## config.mk

```make
export PLATFORM = sky130hd
export DESIGN_NAME = page_cache_clock_replacement_core
export DESIGN_NICKNAME = d
export VERILOG_FILES = /design/src/rtl/pccr_pkg.sv /design/src/rtl/page_cache_clock_replacement_core.sv
export VERILOG_INCLUDE_DIRS = /design/src /design/src/rtl
export SDC_FILE = /design/constraint.sdc
export NUM_CORES = 1
export LEC_CHECK = 0
export ABC_AREA = 1
export ABC_CLOCK_PERIOD_IN_PS = 4100
export BUFFER_PORTS_ARGS = -buffer_cell sky130_fd_sc_hd__buf_2
export CAP_MARGIN = 20
export CORE_UTILIZATION = 60
export DETAILED_ROUTE_END_ITERATION = 12
export GPL_TIMING_DRIVEN = 1
export MAX_ROUTING_LAYER = met4
export PLACE_DENSITY = 0.77
export SYNTH_ARGS = -nofsm -noshare
export SYNTH_HDL_FRONTEND = slang
export SYNTH_SLANG_ARGS = --single-unit
export TNS_END_PERCENT = 30
```

## constraint.sdc

```tcl
create_clock -name i_clk -period 4.1 [get_ports i_clk]
set_clock_uncertainty 0.05 [all_clocks]
set_input_delay 0.205 -clock i_clk [delete_from_list [all_inputs] [get_ports i_clk]]
set_output_delay 0.205 -clock i_clk [all_outputs]
set_load 0.02 [all_outputs]
```

## src/rtl/page_cache_clock_replacement_core_defines.svh

```systemverilog
// Assertion macros for the page cache replacement core.
`ifndef PAGE_CACHE_CLOCK_REPLACEMENT_CORE_DEFINES_SVH
`define PAGE_CACHE_CLOCK_REPLACEMENT_CORE_DEFINES_SVH
`ifndef SYNTH
`define PCCR_ASSERT(lbl, prop, msg) \
    lbl: assert property (@(posedge i_clk) disable iff (!i_rst_n) prop) else $error(msg);
`define PCCR_ASSERT_RST(lbl, prop, msg) \
    lbl: assert property (@(posedge i_clk) prop) else $error(msg);
`else
`define PCCR_ASSERT(lbl, prop, msg)
`define PCCR_ASSERT_RST(lbl, prop, msg)
`endif
`endif

```

## src/rtl/pccr_pkg.sv

```systemverilog
// Shared types and constants for the page cache replacement core.
`default_nettype none
package pccr_pkg;

    localparam int PAGE_W  = 20;
    localparam int INDEX_W = 4;

    typedef logic [1:0] t_opcode;

    localparam t_opcode OP_LOOKUP = 2'd0;
    localparam t_opcode OP_ALLOC  = 2'd1;
    localparam t_opcode OP_FILL   = 2'd2;
    localparam t_opcode OP_MARK   = 2'd3;

endpackage
`default_nettype wire

```

## src/rtl/page_cache_clock_replacement_core.sv

```systemverilog
// Tag store and CLOCK / CLOCK-M victim selection for a small page cache.
//
//  channel   dir  handshake                    payload
//  s_axis    in   s_axis_tvalid/s_axis_tready  tdata: page_number, entry_index; tuser: opcode
//  m_axis    out  m_axis_tvalid/m_axis_tready  tdata: result_entry; tuser: hit, entry_was_free
//  cfg       in   i_cfg_wen                    i_cfg_wdata: replacement_mode
//
//  Fill and mark go from idle through their own state to the output state. Lookup reads
//  and then compares each entry in turn (S_LKRD, S_LKCMP), set by the single read port
//  of the page memory. Allocate checks each entry's valid flag in turn, then steps the
//  clock hand when no entry is free (up to 4 * ENTRIES steps in CLOCK-M).
//  Reset clears all flags at once; no clearing pass. One item at a time; the next
//  item is taken while the previous result waits in the output register.
`include "page_cache_clock_replacement_core_defines.svh"
`default_nettype none
module page_cache_clock_replacement_core #(
    parameter int ENTRIES   = 16,
    parameter int PAGE_BITS = 20
) (
    input  wire                  i_clk,
    input  wire                  i_rst_n,
    input  wire                  i_cfg_wen,
    input  wire                  i_cfg_wdata,
    input  wire                  s_axis_tvalid,
    output logic                 s_axis_tready,
    input  wire  [23:0]          s_axis_tdata,   // [19:0] page_number, [23:20] entry_index
    input  pccr_pkg::t_opcode    s_axis_tuser,   // [1:0] opcode
    output logic                 m_axis_tvalid,
    input  wire                  m_axis_tready,
    output logic [7:0]           m_axis_tdata,   // [3:0] result_entry, [7:4] zero
    output logic [1:0]           m_axis_tuser    // [0] hit, [1] entry_was_free
);
    import pccr_pkg::*;

    localparam int IW = (ENTRIES > 1) ? $clog2(ENTRIES) : 1;
    localparam int XW = (IW > INDEX_W) ? IW : INDEX_W;
    localparam int PB = (PAGE_BITS < PAGE_W) ? PAGE_BITS : PAGE_W;
    localparam int SW = $clog2(2 * ENTRIES + 1) + 1;
    localparam int CW = 9;

    localparam logic [2:0] S_IDLE  = 3'd0;
    localparam logic [2:0] S_LKRD  = 3'd1;
    localparam logic [2:0] S_LKCMP = 3'd2;
    localparam logic [2:0] S_ALLOC = 3'd3;
    localparam logic [2:0] S_VICT  = 3'd4;
    localparam logic [2:0] S_FILL  = 3'd5;
    localparam logic [2:0] S_MARK  = 3'd6;
    localparam logic [2:0] S_OUT   = 3'd7;

    logic [2:0]         r_state;
    logic               r_mode;
    logic [PB-1:0]      r_key;
    logic [INDEX_W-1:0] r_eidx;
    logic [IW-1:0]      r_idx;
    logic [IW-1:0]      r_hand;
    logic [SW-1:0]      r_step;
    logic [1:0]         r_pass;
    logic [ENTRIES-1:0] r_valid;
    logic [ENTRIES-1:0] r_used;
    logic [ENTRIES-1:0] r_dirty;
    logic               r_hit;
    logic               r_free;
    logic [INDEX_W-1:0] r_res;
    logic               r_out_valid;
    logic               r_out_hit;
    logic               r_out_free;
    logic [INDEX_W-1:0] r_out_entry;

    logic [PB-1:0]      r_page_mem [ENTRIES];
    logic [PB-1:0]      r_rdata;

    logic               in_xfer;
    logic               out_free;
    logic [XW-1:0]      eidx_x;
    logic [IW-1:0]      eidx;
    logic               eidx_ok;
    logic               idx_last;
    logic               lk_hit;
    logic [IW-1:0]      hand_nxt;
    logic               vu;
    logic               vd;
    logic               v_found;
    logic               v_clear;
    logic               pass_end;
    logic               v_last;

    assign in_xfer  = s_axis_tvalid && s_axis_tready;
    assign out_free = !r_out_valid || m_axis_tready;
    assign eidx_x   = XW'(r_eidx);
    assign eidx     = eidx_x[IW-1:0];
    assign eidx_ok  = CW'(r_eidx) < CW'(ENTRIES);
    assign idx_last = (r_idx == IW'(ENTRIES - 1));
    assign lk_hit   = r_valid[r_idx] && (r_rdata == r_key);
    assign hand_nxt = (r_hand == IW'(ENTRIES - 1)) ? '0 : r_hand + 1'b1;
    assign vu       = r_used[r_hand];
    assign vd       = r_dirty[r_hand];
    assign pass_end = (r_step == SW'(ENTRIES - 1));

    always_comb begin
        if (!r_mode) begin
            v_found = !vu;
            v_clear = vu;
            v_last  = (r_step == SW'(2 * ENTRIES));
        end else begin
            v_found = !vu && (vd == r_pass[0]);
            v_clear = r_pass[0] && !v_found;
            v_last  = pass_end && (r_pass == 2'd3);
        end
    end

    // page memory: one write port, one registered read port
    always_ff @(posedge i_clk) begin
        if (r_state == S_FILL && eidx_ok) begin
            r_page_mem[eidx] <= r_key;
        end
        r_rdata <= r_page_mem[r_idx];
    end

    always_ff @(posedge i_clk) begin
        if (!i_rst_n) begin
            r_mode <= 1'b0;
        end else if (i_cfg_wen) begin
            r_mode <= i_cfg_wdata;
        end
    end

    always_ff @(posedge i_clk) begin
        if (in_xfer) begin
            r_key  <= s_axis_tdata[PB-1:0];
            r_eidx <= s_axis_tdata[23:20];
        end
    end

    always_ff @(posedge i_clk) begin
        if (!i_rst_n) begin
            r_state <= S_IDLE;
            r_idx   <= '0;
            r_hand  <= '0;
            r_step  <= '0;
            r_pass  <= '0;
            r_valid <= '0;
            r_used  <= '0;
            r_dirty <= '0;
            r_hit   <= 1'b0;
            r_free  <= 1'b0;
            r_res   <= '0;
        end else begin
            case (r_state)
                S_IDLE: begin
                    if (in_xfer) begin
                        r_idx  <= '0;
                        r_hit  <= 1'b0;
                        r_free <= 1'b0;
                        r_res  <= s_axis_tdata[23:20];
                        case (s_axis_tuser)
                            OP_LOOKUP: r_state <= S_LKRD;
                            OP_ALLOC:  r_state <= S_ALLOC;
                            OP_FILL:   r_state <= S_FILL;
                            OP_MARK:   r_state <= S_MARK;
                            default:   r_state <= S_IDLE;
                        endcase
                    end
                end
                S_LKRD: begin
                    r_state <= S_LKCMP;
                end
                S_LKCMP: begin
                    if (lk_hit) begin
                        r_used[r_idx] <= 1'b1;
                        r_hit         <= 1'b1;
                        r_res         <= INDEX_W'(r_idx);
                        r_state       <= S_OUT;
                    end else if (idx_last) begin
                        r_state <= S_OUT;
                    end else begin
                        r_idx   <= r_idx + 1'b1;
                        r_state <= S_LKRD;
                    end
                end
                S_ALLOC: begin
                    if (!r_valid[r_idx]) begin
                        r_free  <= 1'b1;
                        r_res   <= INDEX_W'(r_idx);
                        r_state <= S_OUT;
                    end else if (idx_last) begin
                        r_step  <= '0;
                        r_pass  <= '0;
                        r_state <= S_VICT;
                    end else begin
                        r_idx <= r_idx + 1'b1;
                    end
                end
                S_VICT: begin
                    r_hand <= hand_nxt;
                    if (v_found) begin
                        r_res   <= INDEX_W'(r_hand);
                        r_state <= S_OUT;
                    end else begin
                        if (v_clear) begin
                            r_used[r_hand] <= 1'b0;
                        end
                        if (v_last) begin
                            r_res   <= INDEX_W'(hand_nxt);
                            r_state <= S_OUT;
                        end else if (r_mode && pass_end) begin
                            r_step <= '0;
                            r_pass <= r_pass + 1'b1;
                        end else begin
                            r_step <= r_step + 1'b1;
                        end
                    end
                end
                S_FILL: begin
                    if (eidx_ok) begin
                        r_valid[eidx] <= 1'b1;
                        r_used[eidx]  <= 1'b1;
                        r_dirty[eidx] <= 1'b0;
                    end
                    r_state <= S_OUT;
                end
                S_MARK: begin
                    if (eidx_ok) begin
                        r_dirty[eidx] <= 1'b1;
                    end
                    r_state <= S_OUT;
                end
                S_OUT: begin
                    if (out_free) begin
                        r_state <= S_IDLE;
                    end
                end
                default: begin
                    r_state <= S_IDLE;
                end
            endcase
        end
    end

    // output register: load the finished result, drop it once transferred
    always_ff @(posedge i_clk) begin
        if (!i_rst_n) begin
            r_out_valid <= 1'b0;
        end else if (r_state == S_OUT && out_free) begin
            r_out_valid <= 1'b1;
        end else if (m_axis_tready) begin
            r_out_valid <= 1'b0;
        end
    end

    always_ff @(posedge i_clk) begin
        if (r_state == S_OUT && out_free) begin
            r_out_hit   <= r_hit;
            r_out_free  <= r_free;
            r_out_entry <= r_res;
        end
    end

    assign s_axis_tready = (r_state == S_IDLE);
    assign m_axis_tvalid = r_out_valid;
    assign m_axis_tdata  = {4'b0000, r_out_entry};
    assign m_axis_tuser  = {r_out_free, r_out_hit};

    `PCCR_ASSERT(a_accept_leaves_idle, in_xfer |=> (r_state != S_IDLE), "accepted item did not start")
    `PCCR_ASSERT(a_rise_from_out, $rose(m_axis_tvalid) |-> ($past(r_state) == S_OUT), "result without finish")
    `PCCR_ASSERT(a_hit_excl_free, m_axis_tvalid |-> !(m_axis_tuser[0] && m_axis_tuser[1]), "hit and free both set")
    `PCCR_ASSERT(a_hit_sets_use, (r_state == S_LKCMP && lk_hit) |=> r_used[$past(r_idx)], "hit left use bit clear")
    `PCCR_ASSERT_RST(a_reset_no_out, !i_rst_n |=> !m_axis_tvalid, "result valid after reset")

endmodule
`default_nettype wire

```

# [After elaboration in Yosys (flattened, before gate mapping)]
# Memories as Yosys holds them, arrays and structs flattened. A register that Yosys moved wholly into a read port is not among the register bits.
# Cells that the tools add are included.
[classes] addsub=4 magnitude_cmp=6 n_eq_ne=30 muxes=63 n_bitwise=8 reduce_logical=33
[ops] cell="$or 16x16->16" n=4
[ops] cell="$mux 16" n=3
[ops] cell="$pmux 16 s3" n=1
[ops] cell="$mux 4" n=10
[ops] cell="$mux 7" n=5
[ops] cell="$and 16x16->16" n=2
[ops] cell="$not 16->16" n=2
[ops] cell="$pmux 16 s2" n=1
[ops] cell="$mux 3" n=8
[ops] cell="$pmux 3 s7" n=1
[ops] cell="$eq 20x20->1" n=1
[ops] cell="$ne 2x2->1 const B" n=10
[ops] cell="$mux 1" n=16
[ops] cell="$pmux 4 s4" n=1
[ops] cell="$lt 4x5->1 const B" n=3
[ops] cell="$pmux 7 s2" n=1
[ops] cell="$bmux 1 s4" n=3
[ops] cell="$demux 1 s4" n=3
[ops] cell="$eq 3x3->1 const B" n=4
[ops] cell="$ge 4x1->1 const B" n=3
[ops] cell="$pmux 3 s4" n=1
[ops] cell="$pmux 4 s3" n=1
[ops] cell="$reduce_and 4->1" n=3
[ops] cell="$logic_and 1x1->1" n=10
[ops] cell="other kinds (27)" n=47
[totals] ff_bits=106 ramBits=320 out_inout_bits=12 word_cells=163 n_memories=1
[memory_table] memory="r_page_mem" words=16 width=20 rd=1 rd_clocked_by_memory_dff=1 write_ports=1 line="page_cache_clock_replacement_core.sv:69" rtl="logic [PB-1:0] r_page_mem [ENTRIES];"

# [Longest topological paths before layout]
[depth] ltp_word=10 depth_mapped=18

# [Least setup slack after synthesis]
# OpenSTA, ideal clock, no wires.
[synth_path] path_kind="register to register" startpoint="reg r_state[0]" endpoint="reg r_used[6]" arrival_time_ns=2.245 required_time_ns=3.988 slack_ns=1.743 path_stages_with_launch=11 n_path_buf=0 synth_period_minus_slack_ns=2.357 path_cell_list="dfxtp_1 > inv_1 > nor2_1 > nand2_1 > nor2_1 > inv_1 > a21oi_1 > a21oi_1 > nand3_1 > nand2_1 > nor2_2"
[synth_between] elab_chain_cells=3 word_cells_on_any_way=9
[synth_rtl] item="from (decl)" line="page_cache_clock_replacement_core.sv:50" rtl="logic [2:0] r_state;"
[synth_rtl] item="from (signal assigned)" line="page_cache_clock_replacement_core.sv:136" rtl="r_state <= S_IDLE;"
[synth_rtl] item="from (signal assigned)" line="page_cache_clock_replacement_core.sv:156" rtl="OP_LOOKUP: r_state <= S_LKRD;"
[synth_rtl] item="from (signal assigned)" line="page_cache_clock_replacement_core.sv:157" rtl="OP_ALLOC: r_state <= S_ALLOC;"
[synth_rtl] item="$eq 3x3->1 or $eq 3x2->1 (tied branches)" line="page_cache_clock_replacement_core.sv:148" rtl="case (r_state)"
[synth_rtl] item="$ne 2x2->1 (no source line) or $reduce_bool 3->1 (tied branches)"
[synth_rtl] item="$reduce_and 4->1 (no source line)"
[synth_rtl] item="to (signal assigned)" line="page_cache_clock_replacement_core.sv:142" rtl="r_used <= '0;"
[synth_rtl] item="to (signal, indexed assignment)" line="page_cache_clock_replacement_core.sv:169" rtl="r_used[r_idx] <= 1'b1;"
[synth_rtl] item="to (signal, indexed assignment)" line="page_cache_clock_replacement_core.sv:200" rtl="r_used[r_hand] <= 1'b0;"
[synth_rtl] item="to (decl)" line="page_cache_clock_replacement_core.sv:59" rtl="logic [ENTRIES-1:0] r_used;"
# Several ways; a longest one is shown, not always the timed one.
# A chain may end at the register's enable or synchronous reset.

# [Worst setup path after layout]
[layout_path] startpoint="reg r_key[1]" endpoint="reg r_used[1]"
[layout_between] elab_chain_cells=4
[layout_rtl] item="from (decl)" line="page_cache_clock_replacement_core.sv:52" rtl="logic [PB-1:0] r_key;"
[layout_rtl] item="from (signal assigned)" line="page_cache_clock_replacement_core.sv:129" rtl="r_key <= s_axis_tdata[PB-1:0];"
[layout_rtl] item="$eq 20x20->1" line="page_cache_clock_replacement_core.sv:93" rtl="assign lk_hit = r_valid[r_idx] && (r_rdata == r_key);"
[layout_rtl] item="$logic_and 1x1->1" line="page_cache_clock_replacement_core.sv:93"
[layout_rtl] item="$ne 2x2->1 (no source line)"
[layout_rtl] item="$reduce_and 4->1 (no source line)"
# Every way passes these cells.

==> out/metrics.cfg <==
[yosys]
yosys.area_share.xor_xnor_pct=0.796
syn_inst=1777
synthArstFlopShare_pct=0
yosys_warnings=0
synth.distinct_cells=41
ys_ff_latch=446
muxShareOfSynthArea_pct=0
syn_avg_cell_area_sq_um=10.5
synth-compound-area-share_pct=10.4
yosysSeqAreaShare_pct=66.5
synth_top_family_by_area=simple AND/OR/NAND/NOR gates
synth_fa_ha_area_share_pct=0.736
syn_area_sq_um=18700
ys.flop_type=edfxtp_1
synth_edf_count=350
yosys.area_share.simple_pct=16.5

[global_route]
grt_pass1_wl_um=69800
grt_usage_pct=30.2
grt-ovfl-total=0
antenna_found_initial=0
grt_max_degree=115
grt_pass1_vias=12800

[critical_path]
cpMostUsedCell=nor2_1
path_cells=xnor2_1 > nand2_1 > nor3_1 > nand2_1 > nor2_1 > nand3_4 > o21ai_4 > nand2_8 > inv_2 > nor2_1 > nor2_1
cp_top_family=simple AND/OR/NAND/NOR gates
critPathKind=flip-flop to flip-flop
cp_max_fo=17
slowest_stage=edfxtp_1
critPathArrivalTime_ns=3.30
max_stage_delay_ns=0.62
path_buf_inv=1
end_kind=flip-flop
crit_path_start_kind=flip-flop
required_ns=4.52

[detailed_routing]
route.detailed.drc=0
drtIter0Drc=1550
dr.pass1.iters=5
routed_via_density=5.98
ant_nets=0
wl_per_cell_um=20.4
vias=13500
routed_wl_um=46100

[timing]
rsz0062_at_grt=false
finalCritPeriodShare_pct=70.1
maxSlewHeadroom_pct=38.7
setup_ws_ns=1.22
tightestPinTransition_ns=0.919
setup-violations-final=0
setup_tns_ns=0
whs_ns=0.108
finalHoldViolCount=0
fmax_mhz=348
drv_slew=0
post-route-min-period_ns=2.88

[power_and_ir_drop]
p_leak_nw=7.62
p_per_area_nw_per_um2=640
irDropWorstVdd_mv=0.394

[floorplanning]
num_rows=64
die_height_um=179
io_pins=44
coreArea_sq_um=30600
start_util_pct=61.1
die-area_sq_um=31900
chipWidth_um=179

[cts]
clockRootBuffer=clkbuf_16
cts_setup_buffers=0
cts_tree=yes
cts_buffers=43
cts_resized=0
clk_pin_slew_worst_paths_ns=0.06
htreeDepth=2
cts_buffer_depth=3
clkLatencyLatePin_ns=0.55
clock-sinks=446

[placement]
io_buffers=39
hpwl_um=25700
dp_cells=2151
place_ws_ns=1.32
finalWeightedCongestion=0.916

[cells_and_area]
n_fill_cell=2206
nets=1873
diodes=0
area_delta_synth_final_pct=12.1
drive_above_1_share_pct=10.8
stdcell_count=2259

[worst_hold_path]
hp-class=primary input to flip-flop

[run]
max-cap-violations=0

[outcome]
status=finished clean

flip-flops by register name, summed over array words and instances (netlist names), 2 cells and up, named ones only:
register,cells
r_page_mem,320
r_key,20
r_rdata,20
r_used,16
r_valid,16
r_step,7
eidx,4
r_hand,4
r_idx,4
r_out_entry,4
r_res,4
r_state,3
r_pass,2
layer usage:
| metal | up-vias | track usage, % | share of wire [%] |
|---|---|---|---|
| met5 | - | - | 0 |
| met4 | 0 | 11.9 | 3.2 |
| met3 | 130 | 3.58 | 8.3 |
| met2 | 660 | 46.8 | 47 |
| met1 | 6492 | 41.0 | 41 |
| li1 | 6229 | - | - |
power breakdown:
part	total, mW	switching, mW	internal, mW
combinational	3.45	2.31	1.14
clock	4.03	1.64	2.39
sequential	5.94	0.517	5.43
final cells by class:
type                            instances  area, sq um  area share [%]
Clock inverter                         16          225            1.07
Clock buffer                           62         1220            5.81
Inverter                              128          485            2.32
Multi-Input combinational cell       1109         5340            25.5
Sequential cell                       446        12400            59.3
Timing Repair Buffer                  102          771            3.68
Tap cell                              396          495            2.36
timing repair:
item	CTS	global route
endpoints found under the setup margin	0	0
hold endpoints to repair	28	0
hold buffers	28	0
metrics by stage:
step	utilization (%)	area, sq um	power [mW]
global route	68.6	21000	14.1
CTS	68.4	20900	13.4
floorplan	-	18700	8.45
detailed placement	62.8	19200	9.36
finish	68.6	21000	13.4
global placement	62.8	19200	9.28
final timing paths:
path | from | endpoint | slack, ns | cells after the start
setup / recovery | r_key[1] | r_used[1] | 1.22 | 11
hold / removal | i_rst_n | r_step[3] | 0.11 | 3
setup reg to reg | r_key[1] | r_used[1] | 1.22 | 11
hold reg to reg | r_res[0] | r_out_entry[0] | 0.38 | 0
worst min-delay path, cell delays in order:
cell and delay, ns:
buf_2 0.28, nand2_1 0.14, nor2_1 0.03
cells in the final DEF, fill, tap and decap left out, types with 31 or more instances in the layout:
master,instances
a21oi_1,70
buf_2,39
buf_4,33
clkbuf_16,43
dfxtp_1,94
edfxtp_1,350
inv_1,113
nand2_1,301
nand3_1,68
nand4_1,31
nor2_1,268
o21ai_0,178
o22ai_1,81
synth_stat cells (all sizes together) (3+ instances only):
library cell,n,area share (%)
nand3b,4,0.18
ha,11,0.74
edfxtp,350,56
clkbuf,65,1.3
o21ai,184,5.0
nand3,70,2.0
o211ai,14,0.56
nand2,308,6.5
buf,32,1.2
xor2,5,0.23
inv,128,2.6
nand4,32,1.1
nor2,297,6.4
a31o,3,0.14
nor3,10,0.29
dfxtp,96,10
o22ai,81,2.7
a21oi,70,1.9
xnor2,12,0.56
logic make-up (layout without fill, tap and decap cells):
family | Yosys count | count (layout)
XOR/XNOR | 17 | 17
adder cells (fa/ha/maj) | 11 | 11
other | 1 | 4
buffers and inverters | 225 | 308
AO/OA/AOI/OAI | 354 | 354
flip-flops | 446 | 446
AND/OR/NAND/NOR | 723 | 723
Power figures use the tool's default switching activity.
